**src/rtl/core/ppid_pkg.sv**
```systemverilog
package ppid_pkg;

  // Clamp magnitude of the derivative term
  localparam logic [14:0] LimitD = 15'd32767;

  // Integral operand of the I multiplier: any |integral| at or above 2^23 already
  // drives the term into its clamp for every nonzero gain.
  localparam int AccMulW   = 25;
  localparam int AccMulLim = 8388608;

  typedef enum logic [2:0] {
    RegSetpoint     = 3'd0,
    RegGainP        = 3'd1,
    RegGainI        = 3'd2,
    RegGainD        = 3'd3,
    RegSepThreshold = 3'd4,
    RegLimitP       = 3'd5,
    RegLimitI       = 3'd6,
    RegLimitTotal   = 3'd7
  } ppid_reg_e;

  typedef struct packed {
    logic signed [15:0] setpoint;
    logic signed [15:0] gain_p;
    logic signed [15:0] gain_i;
    logic signed [15:0] gain_d;
    logic signed [16:0] sep_threshold;
    logic        [14:0] limit_p;
    logic        [14:0] limit_i;
    logic        [14:0] limit_total;
  } ppid_cfg_t;

  typedef struct packed {
    logic signed [16:0]        err;
    logic signed [17:0]        derr;
    logic signed [AccMulW-1:0] acc;
    logic                      sep_zero;
  } ppid_err_t;

  typedef struct packed {
    logic signed [15:0] tp;
    logic signed [15:0] ti;
    logic signed [15:0] td;
  } ppid_terms_t;

  function automatic logic signed [15:0] clamp_sym(input logic signed [33:0] x,
                                                   input logic [14:0] lim);
    logic signed [33:0] lim_x;
    lim_x = signed'({19'd0, lim});
    if (x > lim_x) begin
      return signed'({1'b0, lim});
    end else if (x < -lim_x) begin
      return -signed'({1'b0, lim});
    end else begin
      return 16'(x);
    end
  endfunction

endpackage

```
**src/rtl/core/ppid_front.sv**
```systemverilog
module ppid_front #(
  parameter int INTEGRAL_WIDTH = 32
) (
  input  logic               clk_i,
  input  logic               rst_ni,
  input  ppid_pkg::ppid_cfg_t cfg_i,
  input  logic               valid_i,
  output logic               ready_o,
  input  logic               cmd_i,
  input  logic signed [15:0] sample_i,
  output logic               valid_o,
  input  logic               ready_i,
  output ppid_pkg::ppid_err_t data_o
);
  import ppid_pkg::*;

  localparam int IW = INTEGRAL_WIDTH;
  localparam int XW = (IW > AccMulW) ? IW : AccMulW;
  localparam logic signed [IW-1:0] IntMax = signed'({1'b0, {(IW-1){1'b1}}});
  localparam logic signed [IW-1:0] IntMin = signed'({1'b1, {(IW-1){1'b0}}});
  localparam logic signed [XW-1:0] AccHi  = XW'(AccMulLim);
  localparam logic signed [XW-1:0] AccLo  = -AccHi;

  logic signed [IW-1:0] integral_q, integral_d;
  logic signed [16:0]   prev_err_q;
  logic signed [16:0]   err;
  logic signed [IW:0]   sum;
  logic signed [XW-1:0] acc_x;
  logic                 valid_q;
  logic                 accept;
  ppid_err_t            data_q, data_d;

  assign ready_o = !valid_q || ready_i;
  assign accept  = valid_i && ready_o;
  assign valid_o = valid_q;
  assign data_o  = data_q;

  always_comb begin
    if (cmd_i) begin
      err = 17'(sample_i);
    end else begin
      err = 17'(cfg_i.setpoint) - 17'(sample_i);
    end
    sum = (IW+1)'(integral_q) + (IW+1)'(err);
    // saturate on overflow of the top bit
    if (sum[IW] != sum[IW-1]) begin
      integral_d = sum[IW] ? IntMin : IntMax;
    end else begin
      integral_d = IW'(sum);
    end
    acc_x = XW'(integral_d);
    if (acc_x > AccHi) begin
      acc_x = AccHi;
    end else if (acc_x < AccLo) begin
      acc_x = AccLo;
    end
    data_d.err      = err;
    data_d.derr     = 18'(err) - 18'(prev_err_q);
    data_d.acc      = AccMulW'(acc_x);
    data_d.sep_zero = !cmd_i && (err < cfg_i.sep_threshold);
  end

  always_ff @(posedge clk_i or negedge rst_ni) begin
    if (!rst_ni) begin
      valid_q    <= 1'b0;
      integral_q <= '0;
      prev_err_q <= '0;
    end else begin
      if (ready_o) begin
        valid_q <= valid_i;
      end
      if (accept) begin
        integral_q <= integral_d;
        prev_err_q <= err;
      end
    end
  end

  always_ff @(posedge clk_i) begin
    if (accept) begin
      data_q <= data_d;
    end
  end

endmodule

```
**src/rtl/core/ppid_terms.sv**
```systemverilog
module ppid_terms (
  input  logic                clk_i,
  input  logic                rst_ni,
  input  ppid_pkg::ppid_cfg_t   cfg_i,
  input  logic                valid_i,
  output logic                ready_o,
  input  ppid_pkg::ppid_err_t   data_i,
  output logic                valid_o,
  input  logic                ready_i,
  output ppid_pkg::ppid_terms_t data_o
);
  import ppid_pkg::*;

  logic signed [32:0] prod_p;
  logic signed [40:0] prod_i;
  logic signed [33:0] prod_d;
  logic               valid_q;
  ppid_terms_t        data_q, data_d;

  assign ready_o = !valid_q || ready_i;
  assign valid_o = valid_q;
  assign data_o  = data_q;

  // Q8.8 gains: arithmetic shift by 8 floors the product
  always_comb begin
    prod_p = cfg_i.gain_p * data_i.err;
    prod_i = cfg_i.gain_i * data_i.acc;
    prod_d = cfg_i.gain_d * data_i.derr;
    data_d.tp = clamp_sym(34'(prod_p >>> 8), cfg_i.limit_p);
    data_d.ti = data_i.sep_zero ? 16'sd0 : clamp_sym(34'(prod_i >>> 8), cfg_i.limit_i);
    data_d.td = clamp_sym(34'(prod_d >>> 8), LimitD);
  end

  always_ff @(posedge clk_i or negedge rst_ni) begin
    if (!rst_ni) begin
      valid_q <= 1'b0;
    end else if (ready_o) begin
      valid_q <= valid_i;
    end
  end

  always_ff @(posedge clk_i) begin
    if (ready_o && valid_i) begin
      data_q <= data_d;
    end
  end

endmodule

```
**src/rtl/core/ppid_sum.sv**
```systemverilog
module ppid_sum (
  input  logic                clk_i,
  input  logic                rst_ni,
  input  logic [14:0]         limit_total_i,
  input  logic                valid_i,
  output logic                ready_o,
  input  ppid_pkg::ppid_terms_t data_i,
  output logic                valid_o,
  input  logic                ready_i,
  output logic signed [15:0]  drive_o
);
  import ppid_pkg::*;

  logic signed [17:0] sum;
  logic signed [15:0] drive_q, drive_d;
  logic               valid_q;

  assign ready_o = !valid_q || ready_i;
  assign valid_o = valid_q;
  assign drive_o = drive_q;

  always_comb begin
    sum     = 18'(data_i.tp) + 18'(data_i.ti) + 18'(data_i.td);
    drive_d = clamp_sym(34'(sum), limit_total_i);
  end

  always_ff @(posedge clk_i or negedge rst_ni) begin
    if (!rst_ni) begin
      valid_q <= 1'b0;
    end else if (ready_o) begin
      valid_q <= valid_i;
    end
  end

  always_ff @(posedge clk_i) begin
    if (ready_o && valid_i) begin
      drive_q <= drive_d;
    end
  end

endmodule

```
**src/rtl/core/position_pid_controller_unit.sv**
```systemverilog
// Channel  | Handshake                  | Payload
// ---------+----------------------------+------------------------------
// input    | in_valid_i / in_ready_o    | cmd_i, sample_i
// output   | out_valid_o / out_ready_i  | drive_o
// config   | cfg_we_i (no wait)         | cfg_idx_i, cfg_wdata_i
//
// One beat per cycle sustained while out_ready_i stays high.
// Stage 1 updates error, integral and previous error; stage 2 does the three
// gain multiplies and term clamps; stage 3 sums and clamps the drive.
// Reset clears integral, prev error, valid bits, config; limits go to max.
// Each stage advances when the next one is empty or moving, so bubbles fill
// while the output holds a beat.
module position_pid_controller_unit #(
  parameter int INTEGRAL_WIDTH = 32
) (
  input  logic               clk_i,
  input  logic               rst_ni,
  input  logic               cfg_we_i,
  input  logic [2:0]         cfg_idx_i,
  input  logic [16:0]        cfg_wdata_i,
  input  logic               in_valid_i,
  output logic               in_ready_o,
  input  logic               cmd_i,
  input  logic signed [15:0] sample_i,
  output logic               out_valid_o,
  input  logic               out_ready_i,
  output logic signed [15:0] drive_o
);
  import ppid_pkg::*;

  ppid_cfg_t   cfg_q;
  ppid_err_t   err_data;
  ppid_terms_t term_data;
  logic        err_valid, err_ready;
  logic        term_valid, term_ready;

  always_ff @(posedge clk_i or negedge rst_ni) begin
    if (!rst_ni) begin
      cfg_q.setpoint      <= '0;
      cfg_q.gain_p        <= '0;
      cfg_q.gain_i        <= '0;
      cfg_q.gain_d        <= '0;
      cfg_q.sep_threshold <= '0;
      cfg_q.limit_p       <= 15'h7fff;
      cfg_q.limit_i       <= 15'h7fff;
      cfg_q.limit_total   <= 15'h7fff;
    end else if (cfg_we_i) begin
      case (ppid_reg_e'(cfg_idx_i))
        RegSetpoint:     cfg_q.setpoint      <= signed'(cfg_wdata_i[15:0]);
        RegGainP:        cfg_q.gain_p        <= signed'(cfg_wdata_i[15:0]);
        RegGainI:        cfg_q.gain_i        <= signed'(cfg_wdata_i[15:0]);
        RegGainD:        cfg_q.gain_d        <= signed'(cfg_wdata_i[15:0]);
        RegSepThreshold: cfg_q.sep_threshold <= signed'(cfg_wdata_i);
        RegLimitP:       cfg_q.limit_p       <= cfg_wdata_i[14:0];
        RegLimitI:       cfg_q.limit_i       <= cfg_wdata_i[14:0];
        RegLimitTotal:   cfg_q.limit_total   <= cfg_wdata_i[14:0];
        default: ;
      endcase
    end
  end

  ppid_front #(
    .INTEGRAL_WIDTH(INTEGRAL_WIDTH)
  ) u_front (
    .clk_i   (clk_i),
    .rst_ni  (rst_ni),
    .cfg_i   (cfg_q),
    .valid_i (in_valid_i),
    .ready_o (in_ready_o),
    .cmd_i   (cmd_i),
    .sample_i(sample_i),
    .valid_o (err_valid),
    .ready_i (err_ready),
    .data_o  (err_data)
  );

  ppid_terms u_terms (
    .clk_i  (clk_i),
    .rst_ni (rst_ni),
    .cfg_i  (cfg_q),
    .valid_i(err_valid),
    .ready_o(err_ready),
    .data_i (err_data),
    .valid_o(term_valid),
    .ready_i(term_ready),
    .data_o (term_data)
  );

  ppid_sum u_sum (
    .clk_i        (clk_i),
    .rst_ni       (rst_ni),
    .limit_total_i(cfg_q.limit_total),
    .valid_i      (term_valid),
    .ready_o      (term_ready),
    .data_i       (term_data),
    .valid_o      (out_valid_o),
    .ready_i      (out_ready_i),
    .drive_o      (drive_o)
  );

endmodule

```
**config.mk**
```make
export PLATFORM = sky130hd
export DESIGN_NAME = position_pid_controller_unit
export DESIGN_NICKNAME = d
export VERILOG_FILES = /design/src/rtl/core/ppid_pkg.sv /design/src/rtl/core/ppid_front.sv /design/src/rtl/core/ppid_terms.sv /design/src/rtl/core/ppid_sum.sv /design/src/rtl/core/position_pid_controller_unit.sv
export SDC_FILE = /design/constraint.sdc
export NUM_CORES = 2
export LEC_CHECK = 0
export BUFFER_PORTS_ARGS = -buffer_cell sky130_fd_sc_hd__buf_4
export CAP_MARGIN = 20
export CORE_UTILIZATION = 58
export DETAILED_ROUTE_END_ITERATION = 8
export HOLD_SLACK_MARGIN = 0.1
export PLACE_DENSITY = 0.74
export SLEW_MARGIN = 20
export SYNTH_ARGS = -nofsm -noshare
export SYNTH_HDL_FRONTEND = slang
export SYNTH_SLANG_ARGS = --single-unit
```
**constraint.sdc**
```tcl
create_clock -name clk_i -period 12.93 [get_ports clk_i]
set_input_delay 0.6465 -clock clk_i [delete_from_list [all_inputs] [get_ports clk_i]]
set_output_delay 0.6465 -clock clk_i [all_outputs]
set_load 0.02 [all_outputs]
```
==> flow_metrics.env <==
export IMPL_outcome="finished, final reports clean"
export IMPL_relSlewSlack_pct=23.8
export IMPL_synthCells=6016
export IMPL_cap_violations=0
export IMPL_drt_vias_per_instance=5.80
export IMPL_area_delta_synth_final_pct=5.03
export IMPL_multiInputGateArea_sq_um=42100
export IMPL_worst_path_max_fanout=35
export IMPL_critPathCaptureType="register"
export IMPL_synth_ff_type="dfrtp_1"
export IMPL_drive_gt1_share_pct=6.31
export IMPL_synth_edf_count=125
export IMPL_cts_num_sinks=303
export IMPL_max_slew_worst_pin_slew_ns=1.14
export IMPL_cts_buffer_depth=3
export IMPL_worstSetupPathType="reg2reg"
export IMPL_clk_latency_ns=0.58
export IMPL_synth_common_cells="inv_1 (1232), fa_1 (971), nand2_1 (704)"
export IMPL_via_count=41900
export IMPL_place_hpwl_um=115000
export IMPL_netlist_top_cells_area="fa_1 (35%), ha_1 (11%), inv_1 (8.3%)"
export IMPL_worstPathRequired_ns=13.34
export IMPL_port_buffers=59
export IMPL_cp_arrival_ns=10.52
export IMPL_grt_usage_pct=31.1
export IMPL_wl_per_cell_um=20.2
export IMPL_regArea_sq_um=8260
export IMPL_detail_route_antenna_nets=0
export IMPL_cts_resized=0
export IMPL_drc=0
export IMPL_rsz0062_at_grt="no"
export IMPL_cp_slowest_stage_delay_ns=0.63
export IMPL_ios=60
export IMPL_clk_pin_slew_ns=0.07
export IMPL_final_cells=7227
export IMPL_async_flop_share_pct=58.7
export IMPL_grt_pass1_wl_um=238000
export IMPL_clock_skew_final_ns=0.0185
export IMPL_die_h_um=312
export IMPL_critPathLaunchType="register"
export IMPL_die_w_um=312
export IMPL_setup_viol=0
export IMPL_post_cts_setup_buffer_count=0
export IMPL_start_util_pct=58.7
export IMPL_synthDistinctLibCells=96
export IMPL_syn_area_sq_um=55800
export IMPL_ys_ff_latch=303
export IMPL_dp_cells=7154
export IMPL_synth_warnings=0
export IMPL_ys_seq_area_share_pct=14.8
export IMPL_ctsHtreeMaxLevel=2
export IMPL_hold_ws_ns=0.259
export IMPL_yosysTopAreaCell="fa_1"
export IMPL_finalSetupTns_ns=0
export IMPL_grt_antenna_before_repair=10
export IMPL_finalMaxSlewViolations=0
export IMPL_ctsRootBufferMaster="clkbuf_16"
export IMPL_holdBufCountCts=0
export IMPL_nNetsFinal=7432
export IMPL_drt_pass1_iterations=7
export IMPL_syn_area_per_cell_sq_um=9.28
export IMPL_synth_top_area_share_pct=34.8
export IMPL_rows=113
export IMPL_first_iter_violations=3162
export IMPL_cts_made_buffers=37
export IMPL_layout_min_cycle_time_ns=10.11
export IMPL_min_path_type="in2async"
export IMPL_path_common_cell="fa_1"
export IMPL_core_area_sq_um=95200
export IMPL_hold_violations=0
export IMPL_synth_most_common_cell="inv_1"
export IMPL_grt_pass1_vias=44200
export IMPL_synthesis_nets=7519
export IMPL_post_route_period_util_pct=78.2
export IMPL_fillers=7987
export IMPL_crit_slowest_cell="inv_1"
export IMPL_gp_congestion=0.956
export IMPL_globalRouteOverflowTotal=0
export IMPL_grt_max_degree=111
export IMPL_fmax_ghz=0.0989
export IMPL_wl_um=146000
export IMPL_cts_tree="yes"
export IMPL_die_area_sq_um=97500
-- metrics by stage --
step | area, sq um | utilization (%) | worst slack (ns)
finish | 58600 | 61.6 | 2.82
global placement | 57300 | 60.3 | 3.13
CTS | 58600 | 61.6 | 2.86
global route | 58600 | 61.6 | 2.21
detailed placement | 57300 | 60.3 | 2.87
floorplan | 55800 | - | 3.84
-- state kept, by name (all words and copies together) (netlist names) --
name and cells:
cfg_q 126, u_front.data_o 61, u_terms.data_o 48, u_front.integral_q 32
u_front.prev_err_q 17, u_sum.drive_o 16, u_front.valid_o 1, u_sum.valid_o 1
u_terms.valid_o 1
-- worst max-delay path, delay by kind of cell, from the launching register on --
family,cells,cell delay [ns]
DFF,1,0.44
xor gates and xnor gates,1,0.13
adders and majority gates,9,4.41
and+or+nand+nor,6,1.42
buffers and inverters,4,0.79
AOI/OAI and AO/OA,12,2.72
-- logic make-up after synthesis --
family | synth area share [%]
multiplexers | 2.90
flip-flops | 14.8
AO/OA/AOI/OAI | 8.47
XOR/XNOR | 2.86
buffers and inverters | 9.87
adder cells (fa/ha/maj) | 45.9
AND/OR/NAND/NOR | 15.2
-- path summary, 6_finish.rpt --
path / slack (ns) / cells past startpoint / to / startpoint
setup / recovery: 2.82 / 32 / u_terms.data_o[19]$_SDFFCE_PP0P_ / cfg_q[93]$_DFFE_PN0P_
hold / removal: 0.26 / 1 / cfg_q[109]$_DFFE_PN0P_ / rst_ni
setup reg to reg: 2.82 / 32 / u_terms.data_o[19]$_SDFFCE_PP0P_ / cfg_q[93]$_DFFE_PN0P_
hold reg to reg: 0.49 / 2 / u_front.integral_q[23]$_DFFE_PN0P_ / u_front.integral_q[23]$_DFFE_PN0P_
max in group asynchronous: 11.27 / 3 / cfg_q[27]$_DFFE_PN1P_ / rst_ni
min in group clk_i: 0.27 / 2 / u_front.valid_o$_DFFE_PN0N_ / in_valid_i
-- metal layers --
layer	track usage, %	wire (um)	vias to the layer above
li1	-	-	18700
met5	0	11	-
met4	12.4	6270	2
met3	5.25	11900	327
met2	51.6	70700	1683
met1	40.7	57300	21200
-- cell type report --
type,instances,share of cell area (%)
Clock buffer,43,1.65
Clock inverter,25,0.457
Inverter,1236,7.92
Timing Repair Buffer,100,1.33
Sequential cell,303,14.1
Tap cell,1265,2.70
Antenna cell,4,0.0171
Multi-Input combinational cell,4251,71.8
-- cells in the final DEF, fill, tap and decap left out, types with 18 or more instances in the layout --
cell type	n
a211oi_1	24
a21o_1	98
a21oi_1	153
a31oi_1	35
and2_1	413
and3_1	28
buf_4	98
clkbuf_16	37
dfrtp_1	133
dfstp_2	45
edfxtp_1	125
fa_1	971
ha_1	490
inv_1	1231
mux2_2	117
mux2i_1	30
nand2_1	704
nand2b_1	50
nand3_1	57
nand4_1	39
nor2_1	228
nor2b_1	40
nor3_1	77
nor4_1	20
o211ai_1	23
o21a_1	34
o21ai_0	174
o21bai_1	18
o31ai_1	19
xnor2_1	139
xor2_1	43
Power is left out: the tool's default activity adds up to more than one toggle a clock period on the data nets, which glitch-free logic cannot reach.
